<file path="src/rtl/core/plfc_pkg.sv">
// Shared types and constants for the prefix-filtered line capture block.
package plfc_pkg;

	localparam int TAG_CHARS = 4;
	localparam logic [1:0] PREFIX_LAST = 2'd3;
	localparam logic [7:0] CH_CR = 8'h0D;
	localparam logic [7:0] CH_LF = 8'h0A;
	localparam logic [7:0] CH_U = 8'h55;

	// Pop sequencer states, one-hot
	typedef enum logic [1:0] {
		ST_IDLE = 2'b01,
		ST_POP  = 2'b10
	} pop_state_t;

	// Capture side request to the line store
	typedef struct packed {
		logic wr_en;  // write one byte into the open slot
		logic store;  // commit the open slot as a finished line
	} cap_ctl_t;

	// Line store status toward the input handshake
	typedef struct packed {
		logic pop_busy;    // a line is being read out
		logic drain_busy;  // read stage or output register cannot take an item
	} store_status_t;

	// Characters of the "URC:" prefix
	function automatic logic [7:0] prefix_char(input logic [1:0] idx);
		logic [7:0] c;
		case (idx)
			2'd0: c = 8'h55;
			2'd1: c = 8'h52;
			2'd2: c = 8'h43;
			2'd3: c = 8'h3A;
			default: c = 8'h00;
		endcase
		return c;
	endfunction

endpackage

</file>
<file path="src/rtl/core/plfc_matcher.sv">
// Prefix matcher and line length tracking for received bytes.
module plfc_matcher #(
	parameter int LINE_BYTES = 16
) (
	input  logic                          clk,
	input  logic                          arst_n,
	input  logic                          byte_en,
	input  logic [7:0]                    rx_byte,
	output plfc_pkg::cap_ctl_t            ctl,
	output logic [7:0]                    wr_data,
	output logic [$clog2(LINE_BYTES)-1:0] wr_off,
	output logic [$clog2(LINE_BYTES)-1:0] wr_len
);
	import plfc_pkg::*;

	localparam int LW = $clog2(LINE_BYTES);

	logic [1:0]    pm_q, pm_d;
	logic [LW-1:0] len_q, len_d;

	always_comb begin
		ctl    = '0;
		wr_off = '0;
		len_d  = len_q;
		pm_d   = pm_q;
		if (byte_en) begin
			if (rx_byte == CH_CR || rx_byte == CH_LF) begin
				ctl.store = (len_q != '0);
				len_d     = '0;
				pm_d      = '0;
			end else if (len_q != '0) begin
				if (len_q < LW'(LINE_BYTES - 1)) begin
					ctl.wr_en = 1'b1;
					wr_off    = len_q;
					len_d     = len_q + 1'b1;
				end else begin
					// overlong line: drop it
					len_d = '0;
					pm_d  = '0;
				end
			end else if (rx_byte == prefix_char(pm_q)) begin
				ctl.wr_en = 1'b1;
				wr_off    = LW'(pm_q);
				if (pm_q == PREFIX_LAST) begin
					len_d = LW'(TAG_CHARS);
					pm_d  = '0;
				end else begin
					pm_d = pm_q + 1'b1;
				end
			end else if (rx_byte == CH_U) begin
				ctl.wr_en = 1'b1;
				wr_off    = '0;
				pm_d      = 2'd1;
			end else begin
				pm_d = '0;
			end
		end
	end

	assign wr_data = rx_byte;
	assign wr_len  = len_q;

	always_ff @(posedge clk or negedge arst_n) begin
		if (!arst_n) begin
			pm_q  <= '0;
			len_q <= '0;
		end else begin
			pm_q  <= pm_d;
			len_q <= len_d;
		end
	end

endmodule

</file>
<file path="src/rtl/core/plfc_store.sv">
// Line ring memory, slot pointers and pop readout with output register.
module plfc_store #(
	parameter int SLOTS      = 3,
	parameter int LINE_BYTES = 16
) (
	input  logic                          clk,
	input  logic                          arst_n,
	input  plfc_pkg::cap_ctl_t            ctl,
	input  logic [7:0]                    wr_data,
	input  logic [$clog2(LINE_BYTES)-1:0] wr_off,
	input  logic [$clog2(LINE_BYTES)-1:0] wr_len,
	input  logic                          pop_start,
	input  logic                          out_stall,
	output logic                          out_valid,
	output logic [7:0]                    line_char,
	output logic                          is_last,
	output logic                          queue_empty,
	output plfc_pkg::store_status_t       st
);
	import plfc_pkg::*;

	localparam int LW    = $clog2(LINE_BYTES);
	localparam int SW    = $clog2(SLOTS);
	localparam int DEPTH = SLOTS * LINE_BYTES;
	localparam int AW    = $clog2(DEPTH);

	logic [7:0]    mem [DEPTH];
	logic [LW-1:0] slot_len_q [SLOTS];

	logic [SW-1:0] wr_slot_q, rd_slot_q, pop_slot_q;
	logic [SW-1:0] wr_next, rd_next;
	logic [LW-1:0] pop_len_q, k_q;
	pop_state_t    state_q;

	logic          rd_valid_s1, rd_last_s1;
	logic [7:0]    rd_data_s1;
	logic          out_valid_q, is_last_q, queue_empty_q;
	logic [7:0]    line_char_q;

	logic          ring_empty, issue, issue_last, out_load;
	logic [AW-1:0] wr_addr, rd_addr;

	assign wr_next    = (wr_slot_q == SW'(SLOTS - 1)) ? '0 : wr_slot_q + 1'b1;
	assign rd_next    = (rd_slot_q == SW'(SLOTS - 1)) ? '0 : rd_slot_q + 1'b1;
	assign ring_empty = (wr_slot_q == rd_slot_q);

	assign wr_addr = AW'(wr_slot_q) * AW'(LINE_BYTES) + AW'(wr_off);
	assign rd_addr = AW'(pop_slot_q) * AW'(LINE_BYTES) + AW'(k_q);

	assign out_load   = rd_valid_s1 && (!out_valid_q || !out_stall);
	assign issue      = (state_q == ST_POP) && !(rd_valid_s1 && !out_load);
	assign issue_last = (k_q == pop_len_q - 1'b1);

	// bytes go straight into the open slot; the slot at wr_slot_q is never live
	always_ff @(posedge clk) begin
		if (ctl.wr_en)
			mem[wr_addr] <= wr_data;
		if (issue)
			rd_data_s1 <= mem[rd_addr];
		if (ctl.store)
			slot_len_q[wr_slot_q] <= wr_len;
	end

	always_ff @(posedge clk or negedge arst_n) begin
		if (!arst_n) begin
			wr_slot_q   <= '0;
			rd_slot_q   <= '0;
			pop_slot_q  <= '0;
			pop_len_q   <= '0;
			k_q         <= '0;
			state_q     <= ST_IDLE;
			rd_valid_s1 <= 1'b0;
			rd_last_s1  <= 1'b0;
		end else begin
			if (ctl.store) begin
				wr_slot_q <= wr_next;
				if (wr_next == rd_slot_q)
					rd_slot_q <= rd_next;  // ring full: drop oldest
			end
			if (pop_start && !ring_empty) begin
				pop_slot_q <= rd_slot_q;
				pop_len_q  <= slot_len_q[rd_slot_q];
				k_q        <= '0;
				rd_slot_q  <= rd_next;
				state_q    <= ST_POP;
			end
			if (issue) begin
				rd_valid_s1 <= 1'b1;
				rd_last_s1  <= issue_last;
				k_q         <= k_q + 1'b1;
				if (issue_last)
					state_q <= ST_IDLE;
			end else if (out_load) begin
				rd_valid_s1 <= 1'b0;
			end
		end
	end

	always_ff @(posedge clk or negedge arst_n) begin
		if (!arst_n) begin
			out_valid_q <= 1'b0;
		end else if (out_load || (pop_start && ring_empty)) begin
			out_valid_q <= 1'b1;
		end else if (!out_stall) begin
			out_valid_q <= 1'b0;
		end
	end

	always_ff @(posedge clk) begin
		if (out_load) begin
			line_char_q   <= rd_data_s1;
			is_last_q     <= rd_last_s1;
			queue_empty_q <= 1'b0;
		end else if (pop_start && ring_empty) begin
			line_char_q   <= '0;
			is_last_q     <= 1'b1;
			queue_empty_q <= 1'b1;
		end
	end

	assign out_valid     = out_valid_q;
	assign line_char     = line_char_q;
	assign is_last       = is_last_q;
	assign queue_empty   = queue_empty_q;
	assign st.pop_busy   = (state_q == ST_POP);
	assign st.drain_busy = rd_valid_s1 || (out_valid_q && out_stall);

	a_no_write_during_pop: assert property (@(posedge clk) disable iff (!arst_n)
		!(ctl.wr_en && (pop_start || state_q == ST_POP)))
		else $error("byte write overlaps a pop");

	a_store_leaves_line: assert property (@(posedge clk) disable iff (!arst_n)
		ctl.store |=> (wr_slot_q != rd_slot_q))
		else $error("ring empty right after storing a line");

	a_pop_len_nonzero: assert property (@(posedge clk) disable iff (!arst_n)
		(state_q == ST_POP) |-> (pop_len_q != '0))
		else $error("reading out a zero-length line");

	a_empty_is_last: assert property (@(posedge clk) disable iff (!arst_n)
		(out_valid_q && queue_empty_q) |-> is_last_q)
		else $error("empty result without last mark");

endmodule

</file>
<file path="src/rtl/core/prefix_filtered_line_capture.sv">
// Top level of the prefix-filtered line capture block.
//
// Received bytes (mode 0) are scanned for the prefix "URC:"; a matched line,
// prefix included, of up to LINE_BYTES-1 bytes is written byte by byte
// straight into the free slot of a line ring held in one synchronous memory
// of SLOTS*LINE_BYTES bytes, and committed on CR or LF. The ring keeps at
// most SLOTS-1 lines and drops the oldest when a new one lands on a full
// ring. A pop item (mode 1) reads the oldest line out of the memory, one
// byte per cycle while the output is not stalled, through the single read
// port; each byte comes out as one item with is_last on the final one. A
// pop on an empty ring gives one item with queue_empty and is_last set and
// line_char zero. While a pop runs, the input is stalled; bytes may enter
// again while the last popped bytes are still draining, and a new pop waits
// until the output side is clear. No clearing pass is needed after reset:
// only written memory entries are ever read.
module prefix_filtered_line_capture #(
	parameter int SLOTS      = 3,
	parameter int LINE_BYTES = 16
) (
	input  logic       clk,
	input  logic       arst_n,
	input  logic       in_valid,
	output logic       in_stall,
	input  logic       mode,
	input  logic [7:0] rx_byte,
	output logic       out_valid,
	input  logic       out_stall,
	output logic [7:0] line_char,
	output logic       is_last,
	output logic       queue_empty
);
	import plfc_pkg::*;

	localparam int LW = $clog2(LINE_BYTES);

	cap_ctl_t      ctl;
	store_status_t st;
	logic [7:0]    wr_data;
	logic [LW-1:0] wr_off, wr_len;
	logic          in_acc, byte_en, pop_start;

	// bytes are held only by a running pop; a pop also waits for the output path
	assign in_stall  = st.pop_busy || (mode && st.drain_busy);
	assign in_acc    = in_valid && !in_stall;
	assign byte_en   = in_acc && !mode;
	assign pop_start = in_acc && mode;

	plfc_matcher #(
		.LINE_BYTES(LINE_BYTES)
	) u_matcher (
		.clk     (clk),
		.arst_n  (arst_n),
		.byte_en (byte_en),
		.rx_byte (rx_byte),
		.ctl     (ctl),
		.wr_data (wr_data),
		.wr_off  (wr_off),
		.wr_len  (wr_len)
	);

	plfc_store #(
		.SLOTS      (SLOTS),
		.LINE_BYTES (LINE_BYTES)
	) u_store (
		.clk         (clk),
		.arst_n      (arst_n),
		.ctl         (ctl),
		.wr_data     (wr_data),
		.wr_off      (wr_off),
		.wr_len      (wr_len),
		.pop_start   (pop_start),
		.out_stall   (out_stall),
		.out_valid   (out_valid),
		.line_char   (line_char),
		.is_last     (is_last),
		.queue_empty (queue_empty),
		.st          (st)
	);

endmodule

</file>
<file path="config.mk">
export PLATFORM = sky130hd
export DESIGN_NAME = prefix_filtered_line_capture
export DESIGN_NICKNAME = d
export VERILOG_FILES = /design/src/rtl/core/plfc_pkg.sv /design/src/rtl/core/plfc_matcher.sv /design/src/rtl/core/plfc_store.sv /design/src/rtl/core/prefix_filtered_line_capture.sv
export SDC_FILE = /design/constraint.sdc
export NUM_CORES = 1
export LEC_CHECK = 0
export BUFFER_PORTS_ARGS = -buffer_cell sky130_fd_sc_hd__clkbuf_2
export CORE_MARGIN = 2
export CORE_UTILIZATION = 50
export CTS_CLUSTER_DIAMETER = 150
export CTS_CLUSTER_SIZE = 40
export DETAILED_ROUTE_END_ITERATION = 7
export PLACE_DENSITY = 0.79
export SLEW_MARGIN = 0
export SYNTH_ARGS = -nofsm -noshare
export SYNTH_HDL_FRONTEND = slang
export SYNTH_SLANG_ARGS = --single-unit
</file>
<file path="constraint.sdc">
create_clock -name clk -period 3.1 [get_ports clk]
set_input_delay 0.93 -clock clk [delete_from_list [all_inputs] [get_ports clk]]
set_output_delay 0.93 -clock clk [all_outputs]
set_load 0.03 [all_outputs]
</file>
* Word level (Yosys, flattened, before mapping) *
Memories as Yosys holds them, arrays and structs flattened. A register that Yosys moved wholly into a read port is not among the register bits.
Index checks and enable logic that the tools add are counted.

word-level totals
  bits in registers = 31
  bits in latches = 0
  bits in writable memories = 396
  memory bits (read-only) = 0
  input bits = 13
  output and inout port bits = 12
  logic and storage cells = 123
  memories = 2

cells by class
  add/sub/neg operators = 8
  multipliers = 0
  divide/modulo/power cells = 0
  $lt $le $gt $ge = 1
  equal/unequal tests = 15
  shifts and indexed selects = 0
  multiplexer cells = 49
  bitwise gates (word level) = 0
  reductions and logical operators = 35

memory list
  memory              words  width  rd ports  clocked after memory_dff  write ports  RTL line          source
  u_store.mem         48     8      1         1                         1            plfc_store.sv:27  logic [7:0] mem [DEPTH];
  u_store.slot_len_q  3      4      1         1                         1            plfc_store.sv:28  logic [LW-1:0] slot_len_q [SLOTS];

operators by type and width
  operator                                                count
  2-to-1 mux 4 bit                                        11
  2-to-1 mux 8 bit                                        5
  one-hot mux 8 bit (4 select lines)                      1
  2-to-1 mux 2 bit                                        15
  2-to-1 mux 1 bit                                        17
  == test 8 x 4 -> 1 bit (second input constant)          2
  adder 6 x 4 -> 6 bit                                    2
  == test 2 bit (second input constant)                   5
  logical AND 1 bit                                       10
  nonzero test 2 bit                                      5
  adder 4 x 1 -> 4 bit (second input constant)            2
  == test 8 x 7 -> 1 bit (second input constant)          1
  == test 8 bit                                           1
  zero test 1 bit                                         8
  adder 2 x 1 -> 2 bit (second input constant)            3
  nonzero test 3 bit                                      2
  logical OR 1 bit                                        5
  == test 2 bit                                           2
  == test 4 bit                                           1
  < comparator 4 bit (second input constant)              1
  AND reduction 2 bit                                     2
  nonzero test 4 bit                                      1
  subtractor 4 x 1 -> 4 bit (second input constant)       1
  inequality test 3 x 2 -> 1 bit (second input constant)  1
  4 further kinds                                         4

* Logic depth before layout (Yosys ltp) *
Gate-level depths: netlist (run 1).

  depth in word-level cells = 15
  mapped depth = 8
  mapped depth without buffers = 7

* Hierarchy *
Synthesis (run 1) repeated with hierarchy kept, for this count alone.

unflattened totals
  cell total of the unflattened synthesis = 960
  area total of the unflattened synthesis = 17767.0 µm²

modules (own cells, without submodules)
  module                        instances  cells an instance  area an instance (µm²)  seq. area each (µm²)
  plfc_store                    1          870                17012.6                 12898.6
  plfc_matcher                  1          87                 725.7                   150.1
  prefix_filtered_line_capture  1          3                  28.8                    0.0

* Least setup slack after synthesis (run 1) *
No wires, ideal clock.

  path kind = input to register
  start point = in rx_byte[2]
  end point = mem u_store.mem[27][0] (enable)
  setup time = 395 ps
  arrival time = 2864 ps
  required time = 2705 ps
  slack = -159 ps
  stages = 5
  buffers on the path = 0
  path through = or3b_1 > a22oi_4 > a32o_2 > nand2_1 > nor4_1

between the ends
  cells in the longest elaborated chain, start to end = 8
  elaborated cells between the ends (all ways) = 17
  those cells by class = add/sub: 1; eq/ne: 4; mux: 11; reduce/logical: 1

RTL lines
  element                                                                       RTL line                            source
  start, declared                                                               prefix_filtered_line_capture.sv:25  input logic [7:0] rx_byte,
  parallel branches: the longest is 8 deep, another holds adder 6 x 4 -> 6 bit  n/a
  end, declared                                                                 plfc_store.sv:27

Several ways; the timed one is not identified.

* Final worst setup path (run 1) *
  start point = reg u_matcher.pm_q[0]
  end point = mem u_store.mem[45][7] (enable)

between the ends
  cells in the longest elaborated chain, start to end = 12
  elaborated cells between the ends (all ways) = 20
  those cells by class = add/sub: 1; eq/ne: 4; mux: 14; reduce/logical: 1

RTL lines
  element                                                                        RTL line            source
  start, declared                                                                plfc_matcher.sv:18  logic [1:0] pm_q, pm_d;
  start signal, assigned                                                         plfc_matcher.sv:68  pm_q <= pm_d;
  parallel branches: the longest is 12 deep, another holds adder 6 x 4 -> 6 bit  n/a

Several ways; the timed one is not identified. The select of a mux whose other input is x is not followed.

==> impl_metrics.env, run 1 <==
export IMPL_vias=8981
export IMPL_viasPerCell=6.14
export IMPL_routed_wl_mm=37.5
export IMPL_seq_power_share_pct=70.7
export IMPL_cts_hold_buf=0
export IMPL_core_area_mm2=0.0353
export IMPL_grtUsageTotal_pct=20.6
export IMPL_switching_share_pct=18.9
export IMPL_first_iter_violations=1146
export IMPL_start_kind="flip-flop"
export IMPL_synthArstFlopShare_pct=5.69
export IMPL_row_count=69
export IMPL_syn_avg_cell_area_um2=19.8
export IMPL_clk_pin_slew_worst_paths_ps=150
export IMPL_area_sequential_mm2=0.0131
export IMPL_clkPwrFrac_pct=27.4
export IMPL_yosys_top_cells_area="edfxtp_1, mux4_2, dfrtp_1"
export IMPL_rsz0062_at_grt="false"
export IMPL_cts_sinks=439
export IMPL_ant_nets=0
export IMPL_routed_top_layer="met4"
export IMPL_p_per_area_mw_per_mm2=473
export IMPL_worst_setup_path_type="reg -> reg"
export IMPL_drv_slew=0
export IMPL_cts_root_buffer_cell="clkbuf_16"
export IMPL_maxCapViolCount=0
export IMPL_drive_above_1_share_pct=28.6
export IMPL_routed_wl_met3_mm=3.22
export IMPL_internal_power_mw=7.43
export IMPL_whs_ps=399
export IMPL_portBuffers=24
export IMPL_post_route_min_period_ps=2830
export IMPL_hpwlAfterDp_mm=25.9
export IMPL_die_h_um=192
export IMPL_pin_count=25
export IMPL_yosysSeqAreaShare_pct=73.5
export IMPL_synth_cells=897
export IMPL_skew_ps=24.2
export IMPL_status="completed"
export IMPL_crit_path_max_fanout=8
export IMPL_drc_errors=0
export IMPL_max_freq_mhz=353
export IMPL_synth_ff_type="edfxtp_1"
export IMPL_yosysWarnings=0
export IMPL_slew_headroom_pct=42.3
export IMPL_report_power_total_mw=9.16
export IMPL_numCtsBuffers=14
export IMPL_tightest_slew_ps=865
export IMPL_clock_latency_ps=530
export IMPL_synth_nets=918
export IMPL_postCtsSetupBuffers=0
export IMPL_dr_wl_met2_mm=18.2
export IMPL_multi_input_area_mm2=0.00440
export IMPL_n_fill_cell=2588
export IMPL_pre_cts_ws_ps=-36.1
export IMPL_start_util_pct=50.3
export IMPL_cp_data_arrival_time_ps=3080
export IMPL_htree_levels=1
export IMPL_p_comb_share_pct=2.0
export IMPL_yosys_cell_types_count=63
export IMPL_hold_class="in -> async"
export IMPL_period_share_pct=91.3
export IMPL_grt_ovfl_total=0
export IMPL_crit_required_ps=3350
export IMPL_peakVddDrop_uv=359
export IMPL_cts_buffer_depth=3
export IMPL_first_pass_iters=5
export IMPL_cts_resized=0
export IMPL_post_route_util_pct=54.9
export IMPL_netlist_area_leader_share_pct=69.9
export IMPL_grt_max_degree=49
export IMPL_ys_seq_elements=439
export IMPL_hold_viol=0
export IMPL_area_growth_pct=9.11
export IMPL_switching_power_mw=1.73
export IMPL_synth_edff_count=413
export IMPL_antenna_found_initial=1
export IMPL_dieArea_mm2=0.0370
export IMPL_grt_pass1_wl_mm=55.8
export IMPL_grt_pass1_vias=8811
export IMPL_fin_nets=1014
export IMPL_synth_largest_area_cell="edfxtp_1"
export IMPL_wl_per_cell_um=25.6
export IMPL_met1_length_mm=15.3
export IMPL_finalSetupViolations=0
export IMPL_netlist_area_mm2=0.0178
export IMPL_fin_ws_ps=269
export IMPL_p_leak_nw=6.18
export IMPL_end_kind="flip-flop"
export IMPL_cts_tree="built"
export IMPL_die_w_um=192
export IMPL_gp_congestion=0.889
export IMPL_fin_tns_setup_ps=0
-- power by group through the flow --
stage / combinational, mW / clock [mW] / sequential [mW]
after floorplan: 0.0262 / 0 / 6.62
after global placement: 0.174 / 0 / 6.61
after detailed placement: 0.180 / 0 / 6.61
after CTS: 0.180 / 2.54 / 6.47
after global routing: 0.194 / 2.71 / 6.48
final: 0.180 / 2.51 / 6.47
-- registers in the layout (all words and copies together), names as in the netlist --
register,count
u_store.mem,384
u_store.slot_len_q,12
u_store.line_char,8
u_store.rd_data_s1,8
u_matcher.wr_len,4
u_store.k_q,4
u_store.pop_len_q,4
u_matcher.pm_q,2
u_store.pop_slot_q,2
u_store.rd_slot_q,2
u_store.state_q,2
u_store.wr_slot_q,2
u_store.is_last,1
u_store.out_valid,1
u_store.queue_empty,1
u_store.rd_last_s1,1
u_store.rd_valid_s1,1
-- worst max-delay path, cell delays in order (launching register included) --
cell and delay (ps):
dfrtp_1 490, inv_1 140, ha_1 240, xnor2_1 160
nor3_2 450, a32o_2 390, nand3_2 280, nor2_1 200
buf_4 200
-- worst paths after layout --
kind	start	endpoint	slack, ps	cells after the start
hold reg to reg	u_store.rd_last_s1	u_store.rd_last_s1	490	1
min in group clk	u_store.rd_last_s1	u_store.rd_last_s1	490	1
hold / removal	arst_n	u_store.rd_last_s1	400	1
setup / recovery	u_matcher.pm_q[0]	u_store.mem[45][7]	270	8
setup reg to reg	u_matcher.pm_q[0]	u_store.mem[45][7]	270	8
max in group asynchronous	arst_n	u_store.k_q[0]	2190	1
-- logic make-up after synthesis --
kind of cell    count (synthesis)  synth area share, %
mux                           109                 13.5
simple gates                  188                 6.24
flops                         439                 73.5
fa+ha+maj                       8                0.564
buf+inv                        52                 1.77
xor+xnor                       13                0.641
compound gates                 88                 3.79
-- metal layers --
metal	track usage, %	vias to the layer above
met5	0	-
met4	4.32	0
met3	3.13	45
met2	32.9	419
met1	30.4	4673
li1	-	3844
-- cells in the mapped netlist (3+ instances only) --
cell type    n
or2_2        3
inv_1       10
a21o_1       4
buf_6        8
ha_1         8
nand3_1     13
o21ai_0     19
nand2_1     39
nand2b_1    12
nor3_2      17
o22ai_1     32
mux4_2     103
nand3_4      3
nor2_1      47
buf_4        3
or4_1        9
mux2i_1      4
xnor2_1      9
buf_1        6
nor2b_1      3
xor2_1       4
nor3_1       6
buf_2       12
a21oi_1      6
nand3_2      3
o21ai_1      7
edfxtp_1   413
and2_1       8
nand3b_1     4
dfrtp_1     24
nand4_1      4
clkbuf_1    11
-- area by class of cell --
cell class                 count  area share (%)
sequential                   439            67.4
multi-input combinational    406            22.7
timing repair buffer         122            4.61
tap                          461            2.98
clock buffer                  24            2.11
inverter                      10           0.194
antenna                        1          0.0129
-- stage by stage --
stage | instance area (um2) | std cells
floorplan | 17800 | 897
global placement | 19000 | 1438
detailed placement | 19000 | 1438
CTS | 19400 | 1462
global route | 19400 | 1462
finish | 19400 | 1463
-- cell usage in the layout, fill, tap and decap left out, drive strengths merged, types with 19 or more instances in the layout --
cell type  instances
buf               98
clkbuf            48
dfrtp             24
edfxtp           413
mux4             104
nand2             39
nand3             19
nor2              47
nor3              25
o21ai             27
o22ai             32
No activity file was read; power rests on OpenSTA's default activity.
==> run 2: changes to the inputs <==
- PLACE_DENSITY: 0.79 -> 0.77
- clock period: 3.1 -> 2.7 ns (I/O delays scaled with it)
==> impl_metrics.env, run 2 (synthesis gave the netlist of run 1 again) <==
export IMPL_start_kind="flip-flop"
export IMPL_switching_share_pct=18.8
export IMPL_cts_sinks=439
export IMPL_slew_headroom_pct=55.8
export IMPL_clkPwrFrac_pct=27.2
export IMPL_tightest_slew_ps=662
export IMPL_viasPerCell=6.09
export IMPL_numCtsBuffers=14
export IMPL_cp_data_arrival_time_ps=2900
export IMPL_rsz0062_at_grt="true"
export IMPL_grt_ovfl_total=0
export IMPL_n_antenna_cell=0
export IMPL_fin_ws_ps=62.9
export IMPL_max_freq_mhz=379
export IMPL_hpwlAfterDp_mm=26.0
export IMPL_hold_viol=0
export IMPL_grtUsageTotal_pct=20.9
export IMPL_cts_root_buffer_cell="clkbuf_16"
export IMPL_pin_count=25
export IMPL_p_per_area_mw_per_mm2=519
export IMPL_die_w_um=192
export IMPL_ant_nets=0
export IMPL_status="completed"
export IMPL_fin_tns_setup_ps=0
export IMPL_portBuffers=24
export IMPL_p_leak_nw=6.67
export IMPL_largest_reg_flops=384
export IMPL_crit_cells=10
export IMPL_post_route_min_period_ps=2640
export IMPL_area_growth_pct=14.3
export IMPL_regMostFlops="u_store.mem"
export IMPL_post_route_cell_area_mm2=0.0203
export IMPL_row_count=69
export IMPL_fin_nets=1054
export IMPL_routed_wl_mm=37.6
export IMPL_skew_ps=32.3
export IMPL_path_buf_inv=4
export IMPL_htree_levels=1
export IMPL_p_comb_share_pct=2.1
export IMPL_reg2reg_depth=10
export IMPL_cp_common_cell="buf_6"
export IMPL_reg_top3="u_store.mem (384), u_store.slot_len_q (12)"
export IMPL_first_iter_violations=1169
export IMPL_whs_ps=253
export IMPL_crit_required_ps=2960
export IMPL_core_area_mm2=0.0353
export IMPL_crit_path_max_fanout=8
export IMPL_crit_chain="inv_2, ha_2, or3b_4, a22oi_4, a32o_2, buf_4, nand3_2, buf_6, nor2_1, buf_6"
export IMPL_drv_slew=0
export IMPL_antenna_found_initial=1
export IMPL_mostFrequentLayoutCells="edfxtp_1, mux4_2, buf_4"
export IMPL_start_util_pct=50.3
export IMPL_gp_congestion=0.893
export IMPL_hold_class="in -> async"
export IMPL_timing_rr_start="u_matcher.pm_q[0]"
export IMPL_grt_pass1_vias=8820
export IMPL_switching_power_mw=1.98
export IMPL_clk_pin_slew_worst_paths_ps=150
export IMPL_dieArea_mm2=0.0370
export IMPL_maxCapViolCount=0
export IMPL_finalSetupViolations=0
export IMPL_cts_buffer_depth=3
export IMPL_cpMaxStageDelayCell="dfrtp_2"
export IMPL_cts_tree="built"
export IMPL_worst_setup_path_type="reg -> reg"
export IMPL_slowest_delay_ps=430
export IMPL_die_h_um=192
export IMPL_cp_top_family="simple AND/OR/NAND/NOR gates"
export IMPL_drc_errors=0
export IMPL_end_kind="flip-flop"
export IMPL_cts_hold_buf=0
export IMPL_wl_per_cell_um=25.0
export IMPL_drive_above_1_share_pct=34.3
export IMPL_internal_power_mw=8.55
export IMPL_layout_commonest_cell="edfxtp_1"
export IMPL_grt_pass1_wl_mm=56.2
export IMPL_pre_cts_ws_ps=-304
export IMPL_grt_max_degree=49
export IMPL_period_share_pct=97.7
export IMPL_place_inst=1473
export IMPL_first_pass_iters=7
export IMPL_regToRegSetupSlack_ps=60
export IMPL_clock_latency_ps=550
export IMPL_seq_power_share_pct=70.6
export IMPL_place_area_mm2=0.0198
export IMPL_peakVddDrop_uv=453
export IMPL_r2r_end="u_store.mem[45][0]"
export IMPL_stdcell_count=1502
export IMPL_vias=9150
## run 2: cell types whose count changed in the layout (fill, tap and decap cells not counted), sizes merged
cell | before | now
diode | 1 | 0
clkbuf | 48 | 47
buf | 98 | 139
## run 2: worst reg2reg max path, delay by kind of cell (launching register included)
family / cells / cell delay (ps)
compound gates: 2 / 600
flops: 1 / 430
simple gates: 3 / 600
fa+ha+maj: 1 / 200
buf+inv: 4 / 550
## run 2: routing by layer
layer | global-route usage [%] | up-vias | share of wire (%)
li1 | - | 3927 | -
met1 | 31.0 | 4710 | 40
met2 | 34.1 | 462 | 49
met3 | 1.93 | 51 | 8.3
met4 | 4.90 | 0 | 2.1
met5 | 0 | - | 0
## run 2: power groups by stage
stage	combinational [mW]	clock, mW	sequential, mW
after floorplan	0.0313	0	7.60
after global placement	0.215	0	7.59
after detailed placement	0.225	0	7.59
after CTS	0.225	2.93	7.43
after global routing	0.242	3.15	7.44
final	0.224	2.87	7.43
## run 2: worst max-delay path by stage
stage	from	endpoint
after floorplan	rx_byte[2]	u_store.mem[37][0]
after global placement	rx_byte[2]	u_store.mem[21][4]
after detailed placement	rx_byte[2]	u_store.mem[21][5]
after CTS	u_matcher.wr_len[0]	u_store.mem[20][1]
after global routing	u_matcher.pm_q[0]	u_store.mem[45][5]
final	u_matcher.pm_q[0]	u_store.mem[45][0]
## run 2: area by class of cell
cell class	count	area [um2]
inverter	10	37.5
timing repair buffer	162	1620
clock buffer	24	409
multi-input combinational	406	4600
fill	2526	15000
tap	461	577
sequential	439	13100
## run 2: repair_timing
action | in CTS | in global routing
hold endpoints to repair | 0 | 0
gates resized for setup | 3 | 24
endpoints found under the setup margin | 40 | 301
pin swaps | 3 | 13
setup buffers | 2 | 3
## run 2: through the flow
step                utilization, %  power (mW)
global route                  57.5        10.8
floorplan                        -        7.63
global placement              56.0        7.80
CTS                           57.2        10.6
finish                        57.5        10.5
detailed placement            56.0        7.81
==> run 3: changes to the inputs <==
--- a/config.mk
+++ b/config.mk
@@ -10,2 +10,3 @@
 export CORE_UTILIZATION = 50
+export CTS_BUF_LIST = sky130_fd_sc_hd__clkbuf_8
 export CTS_CLUSTER_DIAMETER = 150
==> constraint.sdc (replaced) <==
create_clock -name clk -period 2.7 [get_ports clk]
set_input_delay 0.135 -clock clk [delete_from_list [all_inputs] [get_ports clk]]
set_output_delay 0.135 -clock clk [all_outputs]
set_load 0.03 [all_outputs]
==> impl_metrics.env, run 3 (synthesis gave the netlist of run 1 again) <==
export IMPL_status="completed"
export IMPL_seq_power_share_pct=74.9
export IMPL_portBuffers=24
export IMPL_die_w_um=192
export IMPL_maxCapViolCount=0
export IMPL_row_count=69
export IMPL_whs_ps=25.1
export IMPL_clock_latency_ps=610
export IMPL_report_power_total_mw=9.93
export IMPL_first_pass_iters=5
export IMPL_clkPwrFrac_pct=22.9
export IMPL_hold_viol=0
export IMPL_grt_max_degree=49
export IMPL_cpMaxStageDelayCell="dfrtp_2"
export IMPL_p_comb_share_pct=2.2
export IMPL_slew_headroom_pct=58.5
export IMPL_multi_input_area_mm2=0.00449
export IMPL_n_antenna_cell=0
export IMPL_worst_setup_path_type="reg -> reg"
export IMPL_htree_levels=1
export IMPL_skew_ps=34.4
export IMPL_start_util_pct=50.3
export IMPL_internal_power_mw=8.00
export IMPL_place_area_mm2=0.0190
export IMPL_switching_power_mw=1.93
export IMPL_ant_nets=0
export IMPL_routed_wl_mm=36.6
export IMPL_cts_root_buffer_cell="clkbuf_8"
export IMPL_grt_pass1_wl_mm=54.7
export IMPL_crit_chain="inv_2, ha_4, or3b_4, a22oi_4, a32o_2, o2111ai_4, nor2_1, buf_4"
export IMPL_end_kind="flip-flop"
export IMPL_area_sequential_mm2=0.0131
export IMPL_reg_top3="u_store.mem (384), u_store.slot_len_q (12)"
export IMPL_antenna_found_initial=1
export IMPL_max_freq_mhz=378
export IMPL_crit_path_max_fanout=8
export IMPL_mostFrequentLayoutCells="edfxtp_1, mux4_2, buf_4"
export IMPL_wl_per_cell_um=25.0
export IMPL_pin_count=25
export IMPL_grt_ovfl_total=0
export IMPL_grtUsageTotal_pct=20.2
export IMPL_start_kind="flip-flop"
export IMPL_core_area_mm2=0.0353
export IMPL_clk_pin_slew_worst_paths_ps=220
export IMPL_drc_errors=0
export IMPL_cp_data_arrival_time_ps=2980
export IMPL_p_leak_nw=6.14
export IMPL_hold_class="in -> async"
export IMPL_vias=8829
export IMPL_tightest_slew_ps=623
export IMPL_viasPerCell=6.05
export IMPL_drive_above_1_share_pct=29.3
export IMPL_die_h_um=192
export IMPL_switching_share_pct=19.4
export IMPL_first_iter_violations=1105
export IMPL_crit_required_ps=3040
export IMPL_finalSetupViolations=0
export IMPL_largest_reg_flops=384
export IMPL_cts_buffer_depth=3
export IMPL_post_route_cell_area_mm2=0.0194
export IMPL_drv_slew=0
export IMPL_stdcell_count=1460
export IMPL_area_growth_pct=9.11
export IMPL_slowest_delay_ps=480
export IMPL_place_inst=1429
export IMPL_regMostFlops="u_store.mem"
export IMPL_gp_congestion=0.898
export IMPL_path_buf_inv=2
export IMPL_peakVddDrop_uv=362
export IMPL_period_share_pct=97.9
export IMPL_cts_sinks=439
export IMPL_numCtsBuffers=14
export IMPL_dieArea_mm2=0.0370
export IMPL_regToRegSetupSlack_ps=60
export IMPL_p_per_area_mw_per_mm2=513
export IMPL_n_fill_cell=2590
export IMPL_post_route_min_period_ps=2640
export IMPL_cts_tree="built"
export IMPL_hpwlAfterDp_mm=24.9
export IMPL_layout_commonest_cell="edfxtp_1"
export IMPL_cp_top_family="compound AO/OA/AOI/OAI gates"
export IMPL_grt_pass1_vias=8665
export IMPL_fin_nets=1015
run 3: cell count changes in the layout (fill, tap and decap cells not counted), moves of 2 or more:
cell           change
buf_12            -27
nor2_1            +16
clkbuf_16         -15
clkbuf_8          +15
nor2_2            -15
buf_4             -14
nor3_2            +14
nor3_4            -14
clkbuf_1           -9
dlygate4sd3_1      +8
buf_6              -7
inv_1              +6
ha_2               -2
run 3: power groups by stage:
stage	Combinational (mW)	Clock, mW	Sequential [mW]
after CTS	0.211	2.33	7.44
after detailed placement	0.202	0	7.59
after floorplan	0.0301	0	7.60
final	0.214	2.28	7.44
after global placement	0.195	0	7.59
after global routing	0.232	2.53	7.44
run 3: worst register-to-register path: cells and delay by family, from the launching register on:
| kind | cells | cell delay (ps) |
|---|---|---|
| and+or+nand+nor | 2 | 560 |
| adders and majority gates | 1 | 170 |
| DFF | 1 | 480 |
| AOI/OAI and AO/OA | 3 | 900 |
| buffers and inverters | 2 | 270 |
run 3: through the flow:
stage | TNS [ps] | utilization [%] | worst slack [ps]
finish | 0 | 54.9 | 57.5
global route | -80.8 | 54.9 | -6.18
CTS | -14.4 | 54.6 | -3.38
detailed placement | 0 | 53.7 | 36.4
global placement | 0 | 53.7 | 88.1
floorplan | -4380 | - | -41.2
run 3: area by class of cell:
| cell class | instances | share of cell area (%) |
|---|---|---|
| multi-input cells | 406 | 23.2 |
| clock inverters | 6 | 0.116 |
| inverters | 10 | 0.194 |
| repair buffers | 123 | 5.05 |
| well taps | 461 | 2.98 |
| flip-flops and latches | 439 | 67.4 |
| clock buffers | 15 | 1.07 |
run 3: what timing repair did:
| action | CTS | global route |
|---|---|---|
| endpoints found under the setup margin | 7 | 260 |
| endpoints found under the hold margin | 46 | 0 |
| gates resized for setup | 0 | 19 |
| hold buffers | 8 | 0 |
| gates cloned | 0 | 0 |
| pin swaps | 0 | 7 |
| buffers inserted | 0 | 2 |
run 3: metal layers:
metal,GRT usage [%],part of all wire [%]
met5,0,0
met4,4.05,1.7
met3,2.29,7.4
met2,33.1,49
met1,29.9,42
run 3: path summary, 6_finish.rpt:
check,startpoint,endpoint,cells past startpoint
worst max-delay path,u_matcher.pm_q[1],u_store.mem[17][4],8
worst min-delay path,arst_n,u_store.rd_slot_q[1],2
worst max register to register,u_matcher.pm_q[1],u_store.mem[17][4],8
worst min register to register,u_store.rd_last_s1,u_store.rd_last_s1,1
max in group asynchronous,arst_n,u_store.k_q[0],2
min in group clk,rx_byte[3],u_store.mem[1][3],2
